### src/sv/wmo_pkg.sv
package wmo_pkg;

  localparam int TABLE_SIZE_LOG2_DEF = 12;
  localparam int MAX_WAVES_DEF       = 8;
  localparam int QUEUE_DEPTH         = 2;

  localparam int PHASE_W     = 24;
  localparam int SAMPLE_W    = 16;
  localparam int CFG_INDEX_W = 3;
  localparam int CFG_DATA_W  = 24;

  localparam logic [23:0] PHASE_INC_RESET = 24'd153791;
  localparam logic [15:0] AMP_GAIN_RESET  = 16'd6554;
  localparam logic [16:0] MORPH_RESET     = 17'd0;
  localparam logic [3:0]  WAVE_CNT_RESET  = 4'd1;
  localparam logic [23:0] INIT_PHASE_RESET = 24'd0;

  typedef enum logic [1:0] {
    CMD_TICK    = 2'd0,
    CMD_WRITE   = 2'd1,
    CMD_RESTART = 2'd2,
    CMD_UNUSED  = 2'd3
  } cmd_t;

  typedef enum logic [CFG_INDEX_W-1:0] {
    REG_PHASE_INC  = 3'd0,
    REG_AMP_GAIN   = 3'd1,
    REG_MORPH      = 3'd2,
    REG_WAVE_CNT   = 3'd3,
    REG_INIT_PHASE = 3'd4
  } reg_t;

  typedef struct packed {
    logic [15:0] amp_gain;
    logic [16:0] morph_position;
    logic [3:0]  wave_count;
  } cfg_t;

endpackage

### src/sv/wmo_fifo.sv
module wmo_fifo import wmo_pkg::*; #(
  parameter int WIDTH = PHASE_W + 1,
  parameter int DEPTH = QUEUE_DEPTH
) (
  input  logic             clk,
  input  logic             rst,
  input  logic             push,
  input  logic [WIDTH-1:0] push_data,
  output logic             full,
  input  logic             pop,
  output logic             empty,
  output logic [WIDTH-1:0] head
);

  localparam int PTR_W = (DEPTH > 1) ? $clog2(DEPTH) : 1;
  localparam int CNT_W = $clog2(DEPTH + 1);

  logic [WIDTH-1:0] ent [DEPTH];
  logic [PTR_W-1:0] wr_ptr;
  logic [PTR_W-1:0] rd_ptr;
  logic [CNT_W-1:0] count;

  assign full  = (count == CNT_W'(DEPTH));
  assign empty = (count == '0);
  assign head  = ent[rd_ptr];

  always_ff @(posedge clk) begin
    if (rst) begin
      wr_ptr <= '0;
      rd_ptr <= '0;
      count  <= '0;
    end else begin
      if (push) begin
        wr_ptr <= (wr_ptr == PTR_W'(DEPTH - 1)) ? '0 : wr_ptr + 1'b1;
      end
      if (pop) begin
        rd_ptr <= (rd_ptr == PTR_W'(DEPTH - 1)) ? '0 : rd_ptr + 1'b1;
      end
      if (push && !pop) begin
        count <= count + 1'b1;
      end else if (pop && !push) begin
        count <= count - 1'b1;
      end
    end
  end

  always_ff @(posedge clk) begin
    if (push) begin
      ent[wr_ptr] <= push_data;
    end
  end

  a_no_push_full: assert property (@(posedge clk) disable iff (rst) !(push && full))
    else $error("queue push while full");
  a_no_pop_empty: assert property (@(posedge clk) disable iff (rst) !(pop && empty))
    else $error("queue pop while empty");
  a_count_bound: assert property (@(posedge clk) disable iff (rst) count <= CNT_W'(DEPTH))
    else $error("queue count out of range");

endmodule

### config.mk
export PLATFORM = sky130hd
export DESIGN_NAME = wmo_fifo
export DESIGN_NICKNAME = d
export VERILOG_FILES = /design/src/sv/wmo_pkg.sv /design/src/sv/wmo_fifo.sv
export SDC_FILE = /design/constraint.sdc
export NUM_CORES = 1
export LEC_CHECK = 0
export BUFFER_PORTS_ARGS = -buffer_cell sky130_fd_sc_hd__clkbuf_2
export CAP_MARGIN = 20
export CORE_MARGIN = 1.5
export CORE_UTILIZATION = 50
export DETAILED_ROUTE_END_ITERATION = 6
export GPL_TIMING_DRIVEN = 0
export MAX_ROUTING_LAYER = met4
export PLACE_DENSITY = 0.81
export SLEW_MARGIN = 0
export SYNTH_ARGS = -nofsm -noshare
export SYNTH_HDL_FRONTEND = slang
export SYNTH_SLANG_ARGS = --single-unit
### constraint.sdc
create_clock -name clk -period 2.7 [get_ports clk]
set_input_delay 0.405 -clock clk [delete_from_list [all_inputs] [get_ports clk]]
set_output_delay 0.405 -clock clk [all_outputs]
set_load 0.05 [all_outputs]
[Word level (Yosys, flattened, before mapping)]
Memories as Yosys holds them, arrays and structs flattened. A register that Yosys moved wholly into a read port is not among the register bits.
Cells that the tools add are included.
Word-level totals
  input port bits: 29
  memory bits (writable): 50
  memories: 1
  register bits: 4
Operators by class
  reduce and logical (&&, ||, !) cells: 6
  add/sub/neg operators: 4
  equal/unequal tests: 1
  muxes and demuxes: 8
Memory list
  ent: depth 2, bits a word 25, rd ports 1, clocked after memory_dff 1, write ports 1, RTL line wmo_fifo.sv:18  | logic [WIDTH-1:0] ent [DEPTH];
Operators with widths (count)
  $mux 1: 6
  $mux 2: 2
  $add 1x1->1 const B: 2
  $add 2x1->2 const B: 1
  $eq 2x2->1 const B: 1
  $logic_and 1x1->1: 2
  $logic_not 1->1: 2
  $logic_not 2->1: 1
  $reduce_bool 2->1: 1
  $sub 2x1->2 const B: 1

[Depth between registers and ports, before layout]
  depth after elaboration: 4
  depth in mapped cells: 5
  mapped depth without buffers: 5

[Worst setup path after synthesis]
OpenSTA, ideal clock, no wires.
  path kind: input -> register
  from: in push
  to: mem ent[0][0] (netlist name), enable pin
  arrival time: 1.554 ns
  path buffers: 0
  required time: 2.290 ns
  slack: 0.737 ns
  stages on the path: 1
  path through: nor2b_1
On the way
  cells in the longest elaborated chain, start to end: 2
Ends and longest elaborated chain
  start: declaration: RTL line wmo_fifo.sv:7  | input logic push,
  $mux 1: RTL line wmo_fifo.sv:48  | if (push) begin
  $mux 1 (implied by the code): RTL line wmo_fifo.sv:49  | ent[wr_ptr] <= push_data;
  end: declaration: RTL line wmo_fifo.sv:18
No other way between the ends.

==> out/results.ini <==
[clock_tree]
ctsHoldBuffers = 0
cts.clk_slew.worst_paths_ns = 0.09
cts-root-buf = clkbuf_8
htree_num_levels = 2
post_cts_buffers = 0
clock_latency_ns = 0.29
cts_resized = 0
cts.sinks = 55
cts_tree = done
cts_buffers = 5
cts_buffer_depth = 2

[routing]
drt_first_pass_iters = 3
drc = 0
drt-initial-drc-count = 56
routed_via_density = 4.944
detail-route-antenna-nets = 0
routed_wl_um = 3104
wl_per_cell_um = 14.57
routed-via-count = 1053

[synthesis]
netlist_area_um2 = 2011
yosysUniqueCellTypes = 16
async_flop_share = 0
yosysWarnings = 0
synth_top_area_cell = edfxtp_1
synth_edf_count = 50
syn_inst = 100
synthesis.nets = 130
synthFlopType = edfxtp_1
yosys-top-cells-area = edfxtp_1 (75%), mux2_2 (14%), dfxtp_1 (5.0%)
ys_seq_area_frac = 0.7965
avgSynthCellArea_um2 = 20.11
synth_top_area_frac = 0.7467
synth_commonest_cells = edfxtp_1 (50), mux2_2 (25), dfxtp_1 (5), nor2_1 (5)
ys_seq_elements = 55
synth_most_common_cell = edfxtp_1

[floorplan]
die_area_um2 = 4411
die_w_um = 66.42
rows = 22
core_area_um2 = 3771
pin_count = 56
start_util = 0.5332
dieHeight_um = 66.42

[hold_path]
holdCritPathClass = in2reg

[status]
run_status = finished clean

[layout]
final_nets = 194
n_antenna_cell = 0
fillerInstances = 295
drive_gt1_frac = 0.5697
syn2layout_area_growth_pct = 23.83

[placed_design]
place_congestion = 0.6743
dpl.hpwl_um = 2295
portBuffers = 55

[sta]
final.setup.tns_ns = 0
clock.fmax_mhz = 498.0
fin_skew_ns = 0.006108
setup_violations = 0
drv_slew = 0
min_period_ns = 2.008
finalCritPeriodShare = 0.7437
hold_viol_final = 0
slew_headroom = 0.5797
rsz0062_at_grt = false
worst_pin_slew_ns = 0.6276

[setup_path]
critPathCaptureType = output port
critPathKind = reg2out
crit_path_max_fanout = 10
max_stage_delay_ns = 0.36
startpoint_type = flop
cp_data_arrival_time_ns = 1.60
cp_top_family = buffers and inverters
cp_cell_sequence = buf_2 -> buf_4 -> mux2_2 -> clkbuf_2
cp_slowest_cell = mux2_2
crit_required_ns = 2.30
path_buf_inv = 3

[global_route]
antenna_found_initial = 0
grt_pass1_vias = 1080
grt-ovfl-total = 0
grt_util_all_layers = 0.1557
grt_max_degree = 26
grt_first_pass_wirelength_um = 4767

[pwr]
ir_drop_v = 0.0005290
fin_total_pwr_mw = 1.888
leakagePower_nw = 0.9723
p_per_area_nw_per_um2 = 758.3

[job]
maxCapViolations = 0

path summary, 6_finish.rpt:
path / startpoint / to / slack (ns) / cells after the start
worst min register to register: count[1] / count[1] / 0.51 / 2
worst min-delay path: push_data[12] / ent[1][12] / 0.29 / 1
worst max-delay path: flop / head[15] / 0.69 / 4
worst max register to register: wr_ptr / ent[0][7] / 1.28 / 2
through the flow:
step	area [um2]	utilization	hold slack, ns	instances	setup slack [ns]
5_1_grt	2490	0.6603	0.2787	213	0.6112
2_1_floorplan	2011	-	0.4614	100	0.7366
6_report	2490	0.6603	0.2912	213	0.6919
4_1_cts	2475	0.6563	0.2862	212	0.6632
3_3_place_gp	2346	0.6221	0.4814	203	0.08805
3_5_place_dp	2364	0.6267	0.4973	204	0.8318
state kept, by name, indices dropped and copies added, names as in the netlist, named ones only:
signal and count:
ent 50, count 2, rd_ptr 1, wr_ptr 1
routing by layer:
metal	share of wire	vias to the layer above	global-route usage
met5	0	-	-
met4	0.0045	0	0.05357
met3	0.046	2	0.03237
met2	0.53	32	0.2925
met1	0.41	512	0.1591
li1	-	507	-
cell type report:
type / instances / area (um2) / area share
inverter: 1 / 3.754 / 0.001508
tap: 48 / 60.06 / 0.02412
sequential: 55 / 1602 / 0.6432
clock buffer: 5 / 68.82 / 0.02764
clock inverter: 3 / 42.54 / 0.01709
timing repair buffer: 57 / 305.3 / 0.1226
multi-input combinational: 41 / 387.9 / 0.1558
buffer: 3 / 20.02 / 0.008040
cell families (layout without fill, tap and decap cells):
kind of cell / count (synthesis) / after routing / share of synthesized area
DFF: 55 / 55 / 0.7965
muxes: 25 / 25 / 0.1400
and+or+nand+nor: 9 / 9 / 0.02303
xor gates and xnor gates: 4 / 4 / 0.01743
buffers and inverters: 4 / 69 / 0.01182
AOI/OAI and AO/OA: 2 / 2 / 0.004973
adders and majority gates: 1 / 1 / 0.006222
cell usage in the layout (no fill, tap or decap), types with 2 or more instances in the layout:
cell type   n
xnor2_1     2
clkbuf_2   55
edfxtp_1   50
mux2_2     25
xor2_1      2
buf_8       2
buf_4       2
nor2_1      5
clkbuf_8    5
dfxtp_1     5
power by group:
group          total (mW)  switching, mW  leakage (nW)  internal (mW)
Clock               0.520          0.243        0.0562          0.276
Sequential           1.01         0.0165         0.511          0.989
Combinational       0.364          0.255         0.405          0.109
Total                1.89          0.515         0.972           1.37
Note: power is estimated with default switching activity, not from simulation.
