`config.mk`:
```
export PLATFORM = sky130hd
export DESIGN_NAME = wmo_front
export DESIGN_NICKNAME = d
export VERILOG_FILES = /design/src/sv/wmo_pkg.sv /design/src/sv/wmo_front.sv
export SDC_FILE = /design/constraint.sdc
export NUM_CORES = 1
export LEC_CHECK = 0
export BUFFER_PORTS_ARGS = -buffer_cell sky130_fd_sc_hd__buf_2
export CAP_MARGIN = 20
export CORE_MARGIN = 2
export CORE_UTILIZATION = 31
export CTS_CLUSTER_DIAMETER = 200
export DETAILED_ROUTE_END_ITERATION = 16
export GPL_TIMING_DRIVEN = 0
export PLACE_DENSITY_LB_ADDON = 0.25
export RECOVER_POWER = 50
export SLEW_MARGIN = 20
export SYNTH_ARGS = -nofsm -noshare
export SYNTH_HDL_FRONTEND = slang
export SYNTH_SLANG_ARGS = --single-unit
```
`constraint.sdc`:
```
create_clock -name clk -period 3.17 [get_ports clk]
set_input_delay 0.951 -clock clk [delete_from_list [all_inputs] [get_ports clk]]
set_output_delay 0.951 -clock clk [all_outputs]
set_load 0.05 [all_outputs]
```
`src/sv/wmo_pkg.sv`:
```
package wmo_pkg;

  localparam int TABLE_SIZE_LOG2_DEF = 12;
  localparam int MAX_WAVES_DEF       = 8;
  localparam int QUEUE_DEPTH         = 2;

  localparam int PHASE_W     = 24;
  localparam int SAMPLE_W    = 16;
  localparam int CFG_INDEX_W = 3;
  localparam int CFG_DATA_W  = 24;

  localparam logic [23:0] PHASE_INC_RESET = 24'd153791;
  localparam logic [15:0] AMP_GAIN_RESET  = 16'd6554;
  localparam logic [16:0] MORPH_RESET     = 17'd0;
  localparam logic [3:0]  WAVE_CNT_RESET  = 4'd1;
  localparam logic [23:0] INIT_PHASE_RESET = 24'd0;

  typedef enum logic [1:0] {
    CMD_TICK    = 2'd0,
    CMD_WRITE   = 2'd1,
    CMD_RESTART = 2'd2,
    CMD_UNUSED  = 2'd3
  } cmd_t;

  typedef enum logic [CFG_INDEX_W-1:0] {
    REG_PHASE_INC  = 3'd0,
    REG_AMP_GAIN   = 3'd1,
    REG_MORPH      = 3'd2,
    REG_WAVE_CNT   = 3'd3,
    REG_INIT_PHASE = 3'd4
  } reg_t;

  typedef struct packed {
    logic [15:0] amp_gain;
    logic [16:0] morph_position;
    logic [3:0]  wave_count;
  } cfg_t;

endpackage

```
`src/sv/wmo_front.sv`:
```
module wmo_front import wmo_pkg::*; #(
  parameter int TABLE_SIZE_LOG2 = TABLE_SIZE_LOG2_DEF,
  parameter int MAX_WAVES       = MAX_WAVES_DEF,
  parameter int ENT_W           = PHASE_W + 1
) (
  input  logic                   clk,
  input  logic                   rst,
  input  logic                   in_valid,
  output logic                   in_ready,
  input  logic [1:0]             command,
  input  logic [2:0]             wave_select,
  input  logic [11:0]            table_address,
  input  logic signed [15:0]     table_value,
  input  logic                   cfg_we,
  input  logic [CFG_INDEX_W-1:0] cfg_index,
  input  logic [CFG_DATA_W-1:0]  cfg_data,
  output cfg_t                   cfg,
  input  logic                   q_full,
  output logic                   q_push,
  output logic [ENT_W-1:0]       q_data
);

  localparam int WAVE_W = $clog2(MAX_WAVES);
  localparam int ADDR_W = WAVE_W + TABLE_SIZE_LOG2;
  localparam int PAY_W  = ENT_W - 1;

  logic [PHASE_W-1:0] phase_increment;
  logic [15:0]        amp_gain;
  logic [16:0]        morph_position;
  logic [3:0]         wave_count;
  logic [PHASE_W-1:0] initial_phase;
  logic [PHASE_W-1:0] phase;

  logic              accept;
  logic              wave_ok;
  logic [ADDR_W-1:0] wr_addr;

  assign in_ready = !q_full;
  assign accept   = in_valid && in_ready;
  assign wave_ok  = 32'(wave_select) < 32'(MAX_WAVES);
  assign wr_addr  = {WAVE_W'(wave_select), TABLE_SIZE_LOG2'(table_address)};

  assign cfg.amp_gain       = amp_gain;
  assign cfg.morph_position = morph_position;
  assign cfg.wave_count     = wave_count;

  always_comb begin
    q_push = 1'b0;
    q_data = {1'b0, PAY_W'(phase)};
    case (command)
      CMD_TICK: begin
        q_push = accept;
      end
      CMD_WRITE: begin
        q_push = accept && wave_ok;
        q_data = {1'b1, PAY_W'({wr_addr, table_value})};
      end
      default: begin
        q_push = 1'b0;
      end
    endcase
  end

  always_ff @(posedge clk) begin
    if (rst) begin
      phase <= '0;
    end else if (accept && command == CMD_TICK) begin
      phase <= phase + phase_increment;
    end else if (accept && command == CMD_RESTART) begin
      phase <= initial_phase;
    end
  end

  always_ff @(posedge clk) begin
    if (rst) begin
      phase_increment <= PHASE_INC_RESET;
      amp_gain        <= AMP_GAIN_RESET;
      morph_position  <= MORPH_RESET;
      wave_count      <= WAVE_CNT_RESET;
      initial_phase   <= INIT_PHASE_RESET;
    end else if (cfg_we) begin
      case (cfg_index)
        REG_PHASE_INC:  phase_increment <= cfg_data[23:0];
        REG_AMP_GAIN:   amp_gain        <= cfg_data[15:0];
        REG_MORPH:      morph_position  <= cfg_data[16:0];
        REG_WAVE_CNT:   wave_count      <= cfg_data[3:0];
        REG_INIT_PHASE: initial_phase   <= cfg_data[23:0];
        default: begin
        end
      endcase
    end
  end

endmodule

```
* Word level (Yosys, flattened, before mapping)
Index checks and enable logic that the tools add are counted.
Operators by class: add/subtract/negate cells 1, eq/ne operators 6, multiplexer cells 4, reduce and logical (&&, ||, !) cells 13
Operator list (number):
- $mux W24 | 2
- $mux W25 | 1
- $add A24 B24 Y24 | 1
- $reduce_and A2 Y1 | 5
- $eq A3 B2 Y1 const B | 2
- $eq A3 B1 Y1 const B | 1
- $eq A3 B3 Y1 const B | 1
- $logic_and A1 B1 Y1 | 3
- $logic_not A3 Y1 | 1
- $eq A2 B1 Y1 const B | 1
- $eq A2 B2 Y1 const B | 1
- $logic_not A2 Y1 | 1
- $reduce_bool A2 Y1 | 1
- $reduce_or A2 Y1 | 1
- $logic_not A1 Y1 | 1
- $mux W1 | 1
Word-level totals: register bits 109, bits of input ports 65, output and inout port bits 64, word-level logic and storage cells 30

* Longest topological paths before layout
depth after elaboration 5, depth in mapped cells 10, gate-level depth less buffers 10

* Least setup slack after synthesis
No wires, ideal clock.
path type in2out, start point input port command[0], end point output port q_data[1], data arrival time 2.912 ns, required time 2.219 ns, path slack -0.693 ns, cell stages on the path 4, buffers on the path 2, path through nor2b_1 -> clkbuf_1 -> clkbuf_1 -> o21ai_0
On the way: cells in the longest elaborated chain, start to end 2
Ends and longest elaborated chain:
- from (decl) | line wmo_front.sv:10 | input logic [1:0] command,
- $eq A2 B1 Y1 | line wmo_front.sv:50 | case (command)
- $mux W25 | line wmo_front.sv:50
- to (decl) | line wmo_front.sv:20 | output logic [ENT_W-1:0] q_data
Every way passes these cells.

* Worst setup path after layout
start point input port command[1], end point output port q_data[16]
Same word-level chain as after synthesis.

==> results.cfg <==
[status]
status = finished, final reports clean

[timing]
setup_violations = 0
fmax_ghz = 0.325
min_period_ps = 3080
worst_pin_slew_ps = 777
hold_viol = 0
maxSlewHeadroom = 0.482
drv_slew = 0
rsz0062_at_grt = false
post-route-period-util = 0.971
setup-tns-final_ps = 0
skew_ps = 8.97

[routing]
ant_nets = 0
vias = 5488
drt_iter0_markers = 424
drc = 0
via_per_inst = 5.08
wl_um = 18400
routedWlPerCell_um = 17.0
drt_pass1_iterations = 5

[pwr]
peakVddDrop_mv = 0.347
power.leakage_nw = 2.71
switchingPower_w = 0.000930
comb_power_share = 0.166
internal-power_w = 0.00221
power_density_mw_per_mm2 = 463
switching_share = 0.296
pwr-share-seq = 0.457
clockPowerShare = 0.378

[clock_network]
clk_pin_slew_ps = 70
cts_tree = yes
cts_hold_buf = 0
htree_levels = 3
clock_sink_count = 109
insertion_delay_ps = 360
clock_tree.buffer_depth = 2
root_buffer = clkbuf_16
cts_made_buffers = 9

[layout]
most-common-layout-cells = 185 x nand2_1, 109 x dfxtp_1, 91 x a21oi_1
nets = 935
syn2layout_area_growth_pct = 21.3
final_common_cell = nand2_1
fin_area_mm2 = 0.00679
drive_above_1_share = 0.159
antenna_cells = 0

[global_routing]
use_met1 = 0.279
overflow = 0
grt_pass1_wl_um = 29300
use_met3 = 0.0305
use_met2 = 0.295
grt-busiest-layer = met2
grt_max_degree = 18
grt.total_usage = 0.192
grt_pass1_vias = 5148
antenna_found_initial = 0

[floorplanning]
initial_core_util = 0.314
ioPinCount = 129
die_w_um = 138
dieHeight_um = 138
row_count = 49
coreArea_mm2 = 0.0178
die-area_mm2 = 0.0191

[yosys]
ys_types = 57
ys.flop_type = dfxtp_1
synthCells = 713
synth_seq_area_share = 0.390
yosysWarnings = 0
synth.cell_area_mm2 = 0.00560
syn_nets = 802
avgSynthCellArea_um2 = 7.85
synth_seq_cells = 109
synthArstFlopShare = 0
synth_edf_count = 0

[flow_run]
cap_violations = 0

[min_path]
hold_path.class = flip-flop to flip-flop

[worst_setup_path]
cp-start-kind = primary input
r2r_end = phase[22]
r2r-start = phase[0]
critPathLaunch = command[1]
r2r_cells = 10
worstPathMaxFanout = 10
crit_arrival_ps = 2130
cp-end-kind = output pin
required_ps = 2220
crit_type = primary input to output pin
crit_end = q_data[16]
r2r_slack_ps = 450

[placed_design]
placed_area_mm2 = 0.00650
hpwlAfterDp_um = 14000
io_buffers = 121
gp_congestion = 0.881
==> worst min-delay path by stage <==
| stage | end | start | depth (start not counted) | slack [ps] |
|---|---|---|---|---|
| 2_1_floorplan | initial_phase[15] | initial_phase[15] | 2 | 430 |
| 3_3_place_gp | amp_gain[5] | amp_gain[5] | 2 | 440 |
| 3_5_place_dp | morph_position[1] | morph_position[1] | 2 | 450 |
| 4_1_cts | morph_position[1] | morph_position[1] | 2 | 460 |
| 5_1_grt | amp_gain[15] | amp_gain[15] | 2 | 480 |
| 6_report | initial_phase[5] | initial_phase[5] | 2 | 460 |
==> synth_stat cells, types with 3 or more instances <==
cell type    n  area share
nor2b_1      7      0.0078
clkbuf_1    43       0.029
xor2_1       4      0.0063
a21oi_1     91       0.081
nor3b_1      4      0.0054
a31oi_1      5      0.0056
mux2_2      23       0.046
inv_1       10      0.0067
ha_1        23       0.051
and3_1       9       0.010
o211ai_1     5      0.0067
dfxtp_1    109        0.39
o21a_1       6      0.0080
o22ai_1      5      0.0056
nand3_1      7      0.0063
a211oi_1    11       0.015
mux2i_1      6       0.011
a21o_1      11       0.015
nor3_1      11      0.0098
or2_2        3      0.0034
xnor2_1      8       0.013
o31a_1       4      0.0063
nand2_1    185        0.12
o31ai_1      5      0.0067
nand4_1      5      0.0056
nor2_1      38       0.025
nand3b_1    19       0.025
a211o_1      3      0.0047
o21ai_0     20       0.018
==> stage by stage <==
| stage | hold slack [ps] | util | setup WS [ps] | power, W | std cells |
|---|---|---|---|---|---|
| CTS | 456 | 0.383 | 14.4 | 0.00316 | 1079 |
| finish | 457 | 0.380 | 91.6 | 0.00314 | 1080 |
| floorplan | 432 | - | 30.8 | 0.00181 | 713 |
| detailed placement | 446 | 0.364 | -651 | 0.00198 | 1063 |
| global route | 476 | 0.380 | 34.6 | 0.00326 | 1080 |
| global placement | 439 | 0.364 | -638 | 0.00198 | 1063 |
==> cells by family after synthesis <==
kind of cell	count (synthesis)	share of synthesized area
DFF	109	0.390
buffers and inverters	55	0.0376
muxes	29	0.0570
xor gates and xnor gates	12	0.0188
adders and majority gates	24	0.0550
AOI/OAI and AO/OA	182	0.200
and+or+nand+nor	302	0.242
==> cell type report <==
cell class	instances	area (µm²)
clock inverter	5	58.8
timing repair buffer	122	567
inverter	10	37.5
clock buffer	11	243
tap	229	287
buffer	45	204
sequential	109	2180
multi-input combinational	549	3210
fill	1890	11100
==> registers in the layout (all words and copies together) (netlist names) <==
register,count
initial_phase,24
phase_increment,24
morph_position,17
amp_gain,16
phase,24
wave_count,4
==> critical path, cell delays in order <==
cell and delay (ps):
buf_2 130, nor2b_1 140, clkbuf_8 170, buf_8 140, mux2_2 370, clkbuf_4 220
==> power groups by stage <==
stage | sequential (W) | combinational, W | clock (W)
finish | 0.00143 | 0.000520 | 0.00119
global route | 0.00144 | 0.000566 | 0.00125
CTS | 0.00143 | 0.000521 | 0.00120
detailed placement | 0.00147 | 0.000516 | 0
global placement | 0.00147 | 0.000513 | 0
floorplan | 0.00149 | 0.000319 | 0
==> per-layer routing <==
metal | wire (µm) | share of wire
met5 | 0 | 0
met4 | 312 | 0.017
met3 | 935 | 0.051
met2 | 7840 | 0.43
met1 | 9310 | 0.51
==> timing repair <==
item                                    4_1_cts  5_1_grt
gates resized for setup                       7        3
buffers inserted                              0        1
endpoints found under the setup margin       19       10
pin swaps                                     0        0
No activity file was read; power rests on OpenSTA's default activity.
